### src/rtl/core/tlbc_pkg.sv
`timescale 1ns / 1ps

package tlbc_pkg;

  localparam int SLOT_BITS = 4;

  localparam logic FUNC_LOOKUP = 1'b0;
  localparam logic FUNC_ADD    = 1'b1;

  typedef enum logic [1:0] {
    ST_IDLE,
    ST_SEL,
    ST_RESP
  } ctrl_state_t;

  // capture: latch request and tag compare; exec: search and update state;
  // respond: result registers are on the ports
  typedef struct packed {
    logic capture;
    logic exec;
    logic respond;
  } ctrl_cmd_t;

endpackage

### src/rtl/core/tlbc_ram.sv
`timescale 1ns / 1ps

module tlbc_ram #(
  parameter int WIDTH = 16,
  parameter int DEPTH = 16
) (
  input  logic                     clk,
  input  logic                     we,
  input  logic [$clog2(DEPTH)-1:0] waddr,
  input  logic [WIDTH-1:0]         wdata,
  input  logic [$clog2(DEPTH)-1:0] raddr,
  output logic [WIDTH-1:0]         rdata
);

  logic [WIDTH-1:0] mem [DEPTH];

  always_ff @(posedge clk) begin
    if (we) begin
      mem[waddr] <= wdata;
    end
    rdata <= mem[raddr];
  end

endmodule

### src/rtl/core/tlbc_find.sv
`timescale 1ns / 1ps

// First set bit of vec at or after start_idx, wrapping around.
module tlbc_find #(
  parameter int N  = 16,
  parameter int IW = 4
) (
  input  logic [N-1:0]  vec,
  input  logic [IW-1:0] start_idx,
  output logic          found,
  output logic [IW-1:0] idx
);

  logic [N-1:0]  upper;
  logic [IW-1:0] idx_upper;
  logic [IW-1:0] idx_any;

  always_comb begin
    idx_upper = '0;
    idx_any   = '0;
    for (int i = 0; i < N; i++) begin
      upper[i] = vec[i] && (IW'(i) >= start_idx);
    end
    for (int i = N - 1; i >= 0; i--) begin
      if (upper[i]) begin
        idx_upper = IW'(i);
      end
      if (vec[i]) begin
        idx_any = IW'(i);
      end
    end
    found = |vec;
    idx   = (|upper) ? idx_upper : idx_any;
  end

endmodule

### src/rtl/core/tlbc_ctrl.sv
`timescale 1ns / 1ps

module tlbc_ctrl
  import tlbc_pkg::*;
(
  input  logic      clk,
  input  logic      rst,
  input  logic      start,
  output logic      busy,
  output ctrl_cmd_t cmd
);

  ctrl_state_t state;
  ctrl_state_t state_next;

  always_ff @(posedge clk) begin
    if (rst) begin
      state <= ST_IDLE;
    end else begin
      state <= state_next;
    end
  end

  always_comb begin
    state_next  = state;
    busy        = 1'b0;
    cmd         = '0;
    case (state)
      ST_IDLE: begin
        if (start) begin
          cmd.capture = 1'b1;
          state_next  = ST_SEL;
        end
      end
      ST_SEL: begin
        busy       = 1'b1;
        cmd.exec   = 1'b1;
        state_next = ST_RESP;
      end
      ST_RESP: begin
        cmd.respond = 1'b1;
        if (start) begin
          cmd.capture = 1'b1;
          state_next  = ST_SEL;
        end else begin
          state_next = ST_IDLE;
        end
      end
      default: begin
        state_next = ST_IDLE;
      end
    endcase
  end

endmodule

### src/rtl/core/tlbc_dp.sv
`timescale 1ns / 1ps

module tlbc_dp
  import tlbc_pkg::*;
#(
  parameter int ENTRIES    = 16,
  parameter int PAGE_BITS  = 20,
  parameter int FRAME_BITS = 16
) (
  input  logic                  clk,
  input  logic                  rst,
  input  ctrl_cmd_t             cmd,
  input  logic                  func,
  input  logic [PAGE_BITS-1:0]  page,
  input  logic [FRAME_BITS-1:0] frame_in,
  input  logic                  readonly_in,
  input  logic                  is_write,
  output logic                  hit,
  output logic [FRAME_BITS-1:0] frame_out,
  output logic [SLOT_BITS-1:0]  slot,
  output logic                  readonly_out
);

  localparam int IW = (ENTRIES > 1) ? $clog2(ENTRIES) : 1;
  localparam int FW = $clog2(ENTRIES + 1);

  // request registers
  logic                  req_func;
  logic [PAGE_BITS-1:0]  req_page;
  logic [FRAME_BITS-1:0] req_frame;
  logic                  req_ro;
  logic                  req_wr;
  logic [ENTRIES-1:0]    match;

  // entry state
  logic [PAGE_BITS-1:0]  tags [ENTRIES];
  logic [ENTRIES-1:0]    valid;
  logic [ENTRIES-1:0]    ro_bits;
  logic [ENTRIES-1:0]    refd;
  logic [IW-1:0]         hand;
  logic [FW-1:0]         fill;

  // result registers
  logic                  hit_q;
  logic [IW-1:0]         slot_q;
  logic                  ro_q;

  logic [ENTRIES-1:0]    search_vec;
  logic                  found;
  logic [IW-1:0]         found_idx;

  logic                  filling;
  logic [IW-1:0]         sel;
  logic [IW-1:0]         victim;
  logic [IW-1:0]         victim_inc;
  logic [ENTRIES-1:0]    sweep_clr;
  logic                  do_write;
  logic [IW+SLOT_BITS-1:0] slot_ext;
  logic [FRAME_BITS-1:0] ram_rdata;

  // lookup searches the tag matches, a full add searches for an unreferenced slot
  assign search_vec = (req_func == FUNC_LOOKUP) ? match : ~refd;

  tlbc_find #(
    .N  (ENTRIES),
    .IW (IW)
  ) u_find (
    .vec       (search_vec),
    .start_idx (hand),
    .found     (found),
    .idx       (found_idx)
  );

  assign filling    = (fill < FW'(ENTRIES));
  assign victim     = found ? found_idx : hand;
  assign victim_inc = (victim == IW'(ENTRIES - 1)) ? '0 : victim + 1'b1;
  assign sel        = (req_func == FUNC_LOOKUP) ? found_idx
                    : (filling ? fill[IW-1:0] : victim);
  assign do_write   = cmd.exec && (req_func == FUNC_ADD);

  // referenced bits passed over by the sweep: circular range [hand, victim),
  // or every slot when all were referenced
  always_comb begin
    for (int i = 0; i < ENTRIES; i++) begin
      if (!found) begin
        sweep_clr[i] = 1'b1;
      end else if (victim >= hand) begin
        sweep_clr[i] = (IW'(i) >= hand) && (IW'(i) < victim);
      end else begin
        sweep_clr[i] = (IW'(i) >= hand) || (IW'(i) < victim);
      end
    end
  end

  always_ff @(posedge clk) begin
    if (cmd.capture) begin
      req_func  <= func;
      req_page  <= page;
      req_frame <= frame_in;
      req_ro    <= readonly_in;
      req_wr    <= is_write;
      for (int i = 0; i < ENTRIES; i++) begin
        match[i] <= valid[i] && (tags[i] == page);
      end
    end
  end

  always_ff @(posedge clk) begin
    if (rst) begin
      valid <= '0;
      refd  <= '0;
      hand  <= '0;
      fill  <= '0;
    end else if (cmd.exec) begin
      if (req_func == FUNC_LOOKUP) begin
        if (found) begin
          refd[found_idx] <= 1'b1;
          hand            <= found_idx;
        end
      end else if (filling) begin
        valid[sel] <= 1'b1;
        refd[sel]  <= 1'b1;
        fill       <= fill + 1'b1;
      end else begin
        refd       <= (refd & ~sweep_clr) | (ENTRIES'(1) << victim);
        valid[sel] <= 1'b1;
        hand       <= victim_inc;
      end
    end
  end

  always_ff @(posedge clk) begin
    if (do_write) begin
      tags[sel]    <= req_page;
      ro_bits[sel] <= req_ro;
    end else if (cmd.exec && found && req_wr) begin
      ro_bits[found_idx] <= 1'b0;
    end
  end

  always_ff @(posedge clk) begin
    if (cmd.exec) begin
      if (req_func == FUNC_LOOKUP) begin
        hit_q  <= found;
        slot_q <= found ? found_idx : '0;
        ro_q   <= found && ro_bits[found_idx] && !req_wr;
      end else begin
        hit_q  <= 1'b0;
        slot_q <= sel;
        ro_q   <= req_ro;
      end
    end
  end

  tlbc_ram #(
    .WIDTH (FRAME_BITS),
    .DEPTH (ENTRIES)
  ) u_frames (
    .clk   (clk),
    .we    (do_write),
    .waddr (sel),
    .wdata (req_frame),
    .raddr (found_idx),
    .rdata (ram_rdata)
  );

  assign slot_ext     = {{SLOT_BITS{1'b0}}, slot_q};
  assign hit          = hit_q;
  assign frame_out    = hit_q ? ram_rdata : '0;
  assign slot         = slot_ext[SLOT_BITS-1:0];
  assign readonly_out = ro_q;

endmodule

### src/rtl/core/tlb_clock_replacement.sv
// Fully associative TLB with clock (second-chance) replacement.
// The result strobe (done) rises in the respond state, which follows the
// select state entered when a request is taken. No request is taken in
// select (busy); one may be taken in respond. Tag compare registers at the
// request; the clock search and frame memory read share the select state.
// Reset (rst, synchronous): all slots invalid, hand and fill count zero.
// Results show for one cycle only; the receiver cannot stall.
`timescale 1ns / 1ps

module tlb_clock_replacement
  import tlbc_pkg::*;
#(
  parameter int ENTRIES    = 16,
  parameter int PAGE_BITS  = 20,
  parameter int FRAME_BITS = 16
) (
  input  logic                  clk,
  input  logic                  rst,
  input  logic                  start,
  output logic                  busy,
  input  logic                  func,
  input  logic [PAGE_BITS-1:0]  page,
  input  logic [FRAME_BITS-1:0] frame_in,
  input  logic                  readonly_in,
  input  logic                  is_write,
  output logic                  done,
  output logic                  hit,
  output logic [FRAME_BITS-1:0] frame_out,
  output logic [SLOT_BITS-1:0]  slot,
  output logic                  readonly_out
);

  ctrl_cmd_t cmd;

  tlbc_ctrl u_ctrl (
    .clk   (clk),
    .rst   (rst),
    .start (start),
    .busy  (busy),
    .cmd   (cmd)
  );

  tlbc_dp #(
    .ENTRIES    (ENTRIES),
    .PAGE_BITS  (PAGE_BITS),
    .FRAME_BITS (FRAME_BITS)
  ) u_dp (
    .clk          (clk),
    .rst          (rst),
    .cmd          (cmd),
    .func         (func),
    .page         (page),
    .frame_in     (frame_in),
    .readonly_in  (readonly_in),
    .is_write     (is_write),
    .hit          (hit),
    .frame_out    (frame_out),
    .slot         (slot),
    .readonly_out (readonly_out)
  );

  assign done = cmd.respond;

endmodule

### config.mk
export PLATFORM = sky130hd
export DESIGN_NAME = tlb_clock_replacement
export DESIGN_NICKNAME = d
export VERILOG_FILES = /design/src/rtl/core/tlbc_pkg.sv /design/src/rtl/core/tlbc_ram.sv /design/src/rtl/core/tlbc_find.sv /design/src/rtl/core/tlbc_ctrl.sv /design/src/rtl/core/tlbc_dp.sv /design/src/rtl/core/tlb_clock_replacement.sv
export SDC_FILE = /design/constraint.sdc
export NUM_CORES = 1
export LEC_CHECK = 0
export BUFFER_PORTS_ARGS = -buffer_cell sky130_fd_sc_hd__buf_2
export CORE_MARGIN = 2
export CORE_UTILIZATION = 40
export DETAILED_ROUTE_END_ITERATION = 6
export PLACE_DENSITY = 0.52
export SLEW_MARGIN = 10
export SYNTH_ARGS = -nofsm -noshare
export SYNTH_HDL_FRONTEND = slang
export SYNTH_HIERARCHICAL = 1
export SYNTH_SLANG_ARGS = --single-unit
### constraint.sdc
create_clock -name clk -period 6.6 [get_ports clk]
set_input_delay 1.32 -clock clk [delete_from_list [all_inputs] [get_ports clk]]
set_output_delay 1.32 -clock clk [all_outputs]
set_load 0.02 [all_outputs]
==> out/metrics.cfg <==
[outcome]
outcome=completed

[synthesis]
synth_edf_count=653
synthDistinctLibCells=93
synth-async-reset-ratio_pct=0
ys.flop_type=edfxtp_1
synth_nets=1994
ys_seq_elements=712
synth_top_cell_by_area=edfxtp_1
yosys.area.top_type_share_pct=64.7
ys_seq_area_share_pct=68.6
yosysWarnings=6
avgSynthCellArea_sq_um=15.6
netlist_instances=1940
yosys-top-cells-area=edfxtp_1, xnor2_1, mux4_2
syn_area_sq_um=30300

[place]
io_buffers=65
gp_congestion=0.890
dp_cells=2914
post_dp_cell_area_sq_um=31800
hpwl_um=50500

[layout]
drive_gt1_share_pct=18.1
synthToLayoutAreaGrowth_pct=13.7
fillCellCount=6470
final_common_cell=edfxtp_1
layout_common_cells=edfxtp_1, xnor2_1, xor2_1
finalNonFillerCells=3060
stdcell_area_sq_um=34500
final_nets=2081
diodes=0

[drt]
top_layer=met5
wl_met1_um=36200
avgViaCountPerCell=5.66
dr.pass1.iters=5
met2_length_um=43100
wl_met3_um=4530
antenna_left=0
drt_first_iter_violations=1886
drc_errors=0
totalWireLength_um=86100
detail_route.wl_per_cell_um=28.1
num_vias=17300

[clock_network]
cts.repair.resized=0
worstSkewPairLatency_ps=630
clkSinkCount=712
cts_max_level=3
clockBufferDepth=3
cts_made_buffers=80
path_clk_slew_ps=70
cts_tree=done
cts_root_buffer=clkbuf_16
postCtsHoldBufs=0
cts_setup_buffers=0

[worst_setup_path]
start_kind=flop
crit_path_frequent_cell=o21ai_0
crit_buf_inv=1
cp.depth=14
crit_required_ps=7130
cp_slowest_stage_delay_ps=630
crit_arrival_ps=6150
rr_worst_depth=14
end_kind=flop
crit_chain=inv_2 -> o21ai_0 -> nor2b_1 -> o21ai_0 -> nand3_1 -> or4b_4 -> o32ai_4 -> mux2i_1 -> ha_1 -> o2111ai_4 -> nand2_4 -> maj3_2 -> a221o_1 -> a32o_1
cp_max_fo=49
path_class=flop to flop
crit_family=compound AO/OA/AOI/OAI gates
cp_slowest_cell=inv_2

[pwr]
p_comb_share_pct=8.8
p_per_area_nw_per_um2=303
p_leak_nw=11.0
power_switching_share_pct=24.1
clockPowerShare_pct=42.1
switchingPower_mw=2.52
vdd_drop_max_uv=198
cell_internal_pwr_mw=7.92
power_frac_seq_pct=49.2

[global_route]
grt_usage_pct=22.1
grt_pass1_wl_um=124000
antenna_found_initial=2
first_global_vias=17400
grt_overflow_total=0
grt_max_degree=76

[floorplan]
fp.dieW_um=279
core_region_area_sq_um=74700
dieHeight_um=279
placementRows=100
start_util_pct=40.6
io_pins=66
die-area_sq_um=78000

[sta]
setup_viol=0
fmax_mhz=178
slew_viol_final=0
hold_viol_final=0
rsz0062_at_grt=no
worst_slew_pin_slew_ps=1210
fin_worst_skew_ps=30.1
fin_setup_tns_ps=0
fin_crit_sh_pct=85.1
slew_headroom_pct=19.0
period_needed_ps=5610

[flow_run]
maxCapViolCount=0

[min_path]
min_path_type=flop to flop
whs_path_depth=1

## registers in the layout, indices dropped and copies added (netlist names), 2 cells and up
signal,flops
u_dp/u_frames/mem,256
u_dp/req_frame,16
u_dp/u_frames/rdata,16
u_dp/req_page,20
u_dp/valid,16
u_dp/slot,4
u_dp/match,16
u_dp/fill,5
u_ctrl/state,2
u_dp/refd,16
u_dp/tags,320
u_dp/ro_bits,16
u_dp/hand,4
## area by class of cell
class	instances	area [sq um]	share of cell area (%)
Sequential cell	712	20800	60.3
Clock buffer	109	2190	6.36
Clock inverter	37	429	1.25
Timing Repair Buffer	122	766	2.22
Tap cell	969	1210	3.52
Inverter	23	91.3	0.265
Multi-Input combinational cell	1088	8970	26.0
## power groups by stage
stage | clock [mW] | sequential, mW | combinational, mW
final | 4.39 | 5.13 | 0.916
after global routing | 4.64 | 5.14 | 0.979
after CTS | 4.50 | 5.13 | 0.921
after detailed placement | 0 | 5.23 | 0.920
after global placement | 0 | 5.23 | 0.920
after floorplan | 0 | 5.15 | 0.676
## Yosys cell counts, drive strengths merged (23+ instances only)
library cell	instances
edfxtp	653
xnor2	193
xor2	130
nand2	94
mux4	69
nor2	68
clkbuf	60
dfxtp	59
buf	57
o21ai	57
nand4	55
nor4	49
nand3	46
a21oi	34
a22oi	34
nor3	24
and2	23
inv	23
## final timing paths
check / from / end / slack [ps]
worst max-delay path: u_dp/req_func$_DFFE_PP_ / u_dp/refd[7]$_SDFFE_PP0P_ / 990
worst min-delay path: u_dp/valid[5]$_SDFFE_PP0P_ / u_dp/valid[5]$_SDFFE_PP0P_ / 460
worst max register to register: u_dp/req_func$_DFFE_PP_ / u_dp/refd[7]$_SDFFE_PP0P_ / 990
worst min register to register: u_dp/valid[5]$_SDFFE_PP0P_ / u_dp/valid[5]$_SDFFE_PP0P_ / 460
## through the flow
| step | utilization (%) | worst slack, ps | hold WS [ps] | power [mW] |
|---|---|---|---|---|
| floorplan | - | 1100 | 422 | 5.82 |
| global placement | 42.6 | 1070 | 446 | 6.15 |
| detailed placement | 42.6 | 1050 | 453 | 6.15 |
| CTS | 46.1 | 1030 | 466 | 10.6 |
| global route | 46.1 | 742 | 488 | 10.8 |
| finish | 46.1 | 985 | 464 | 10.4 |
## cells by family after synthesis
family / Yosys count / share of synthesized area, %
fa+ha+maj: 18 / 0.698
xor+xnor: 323 / 9.34
simple gates: 411 / 7.22
flops: 712 / 68.6
buf+inv: 140 / 2.23
mux: 76 / 5.51
compound gates: 260 / 6.37
## per-layer routing
metal	up-vias	track usage [%]
met4	2	6.42
met5	-	0
li1	7643	-
met3	142	3.15
met2	582	37.7
met1	8942	29.4
Note: power is estimated with default switching activity, not from simulation.
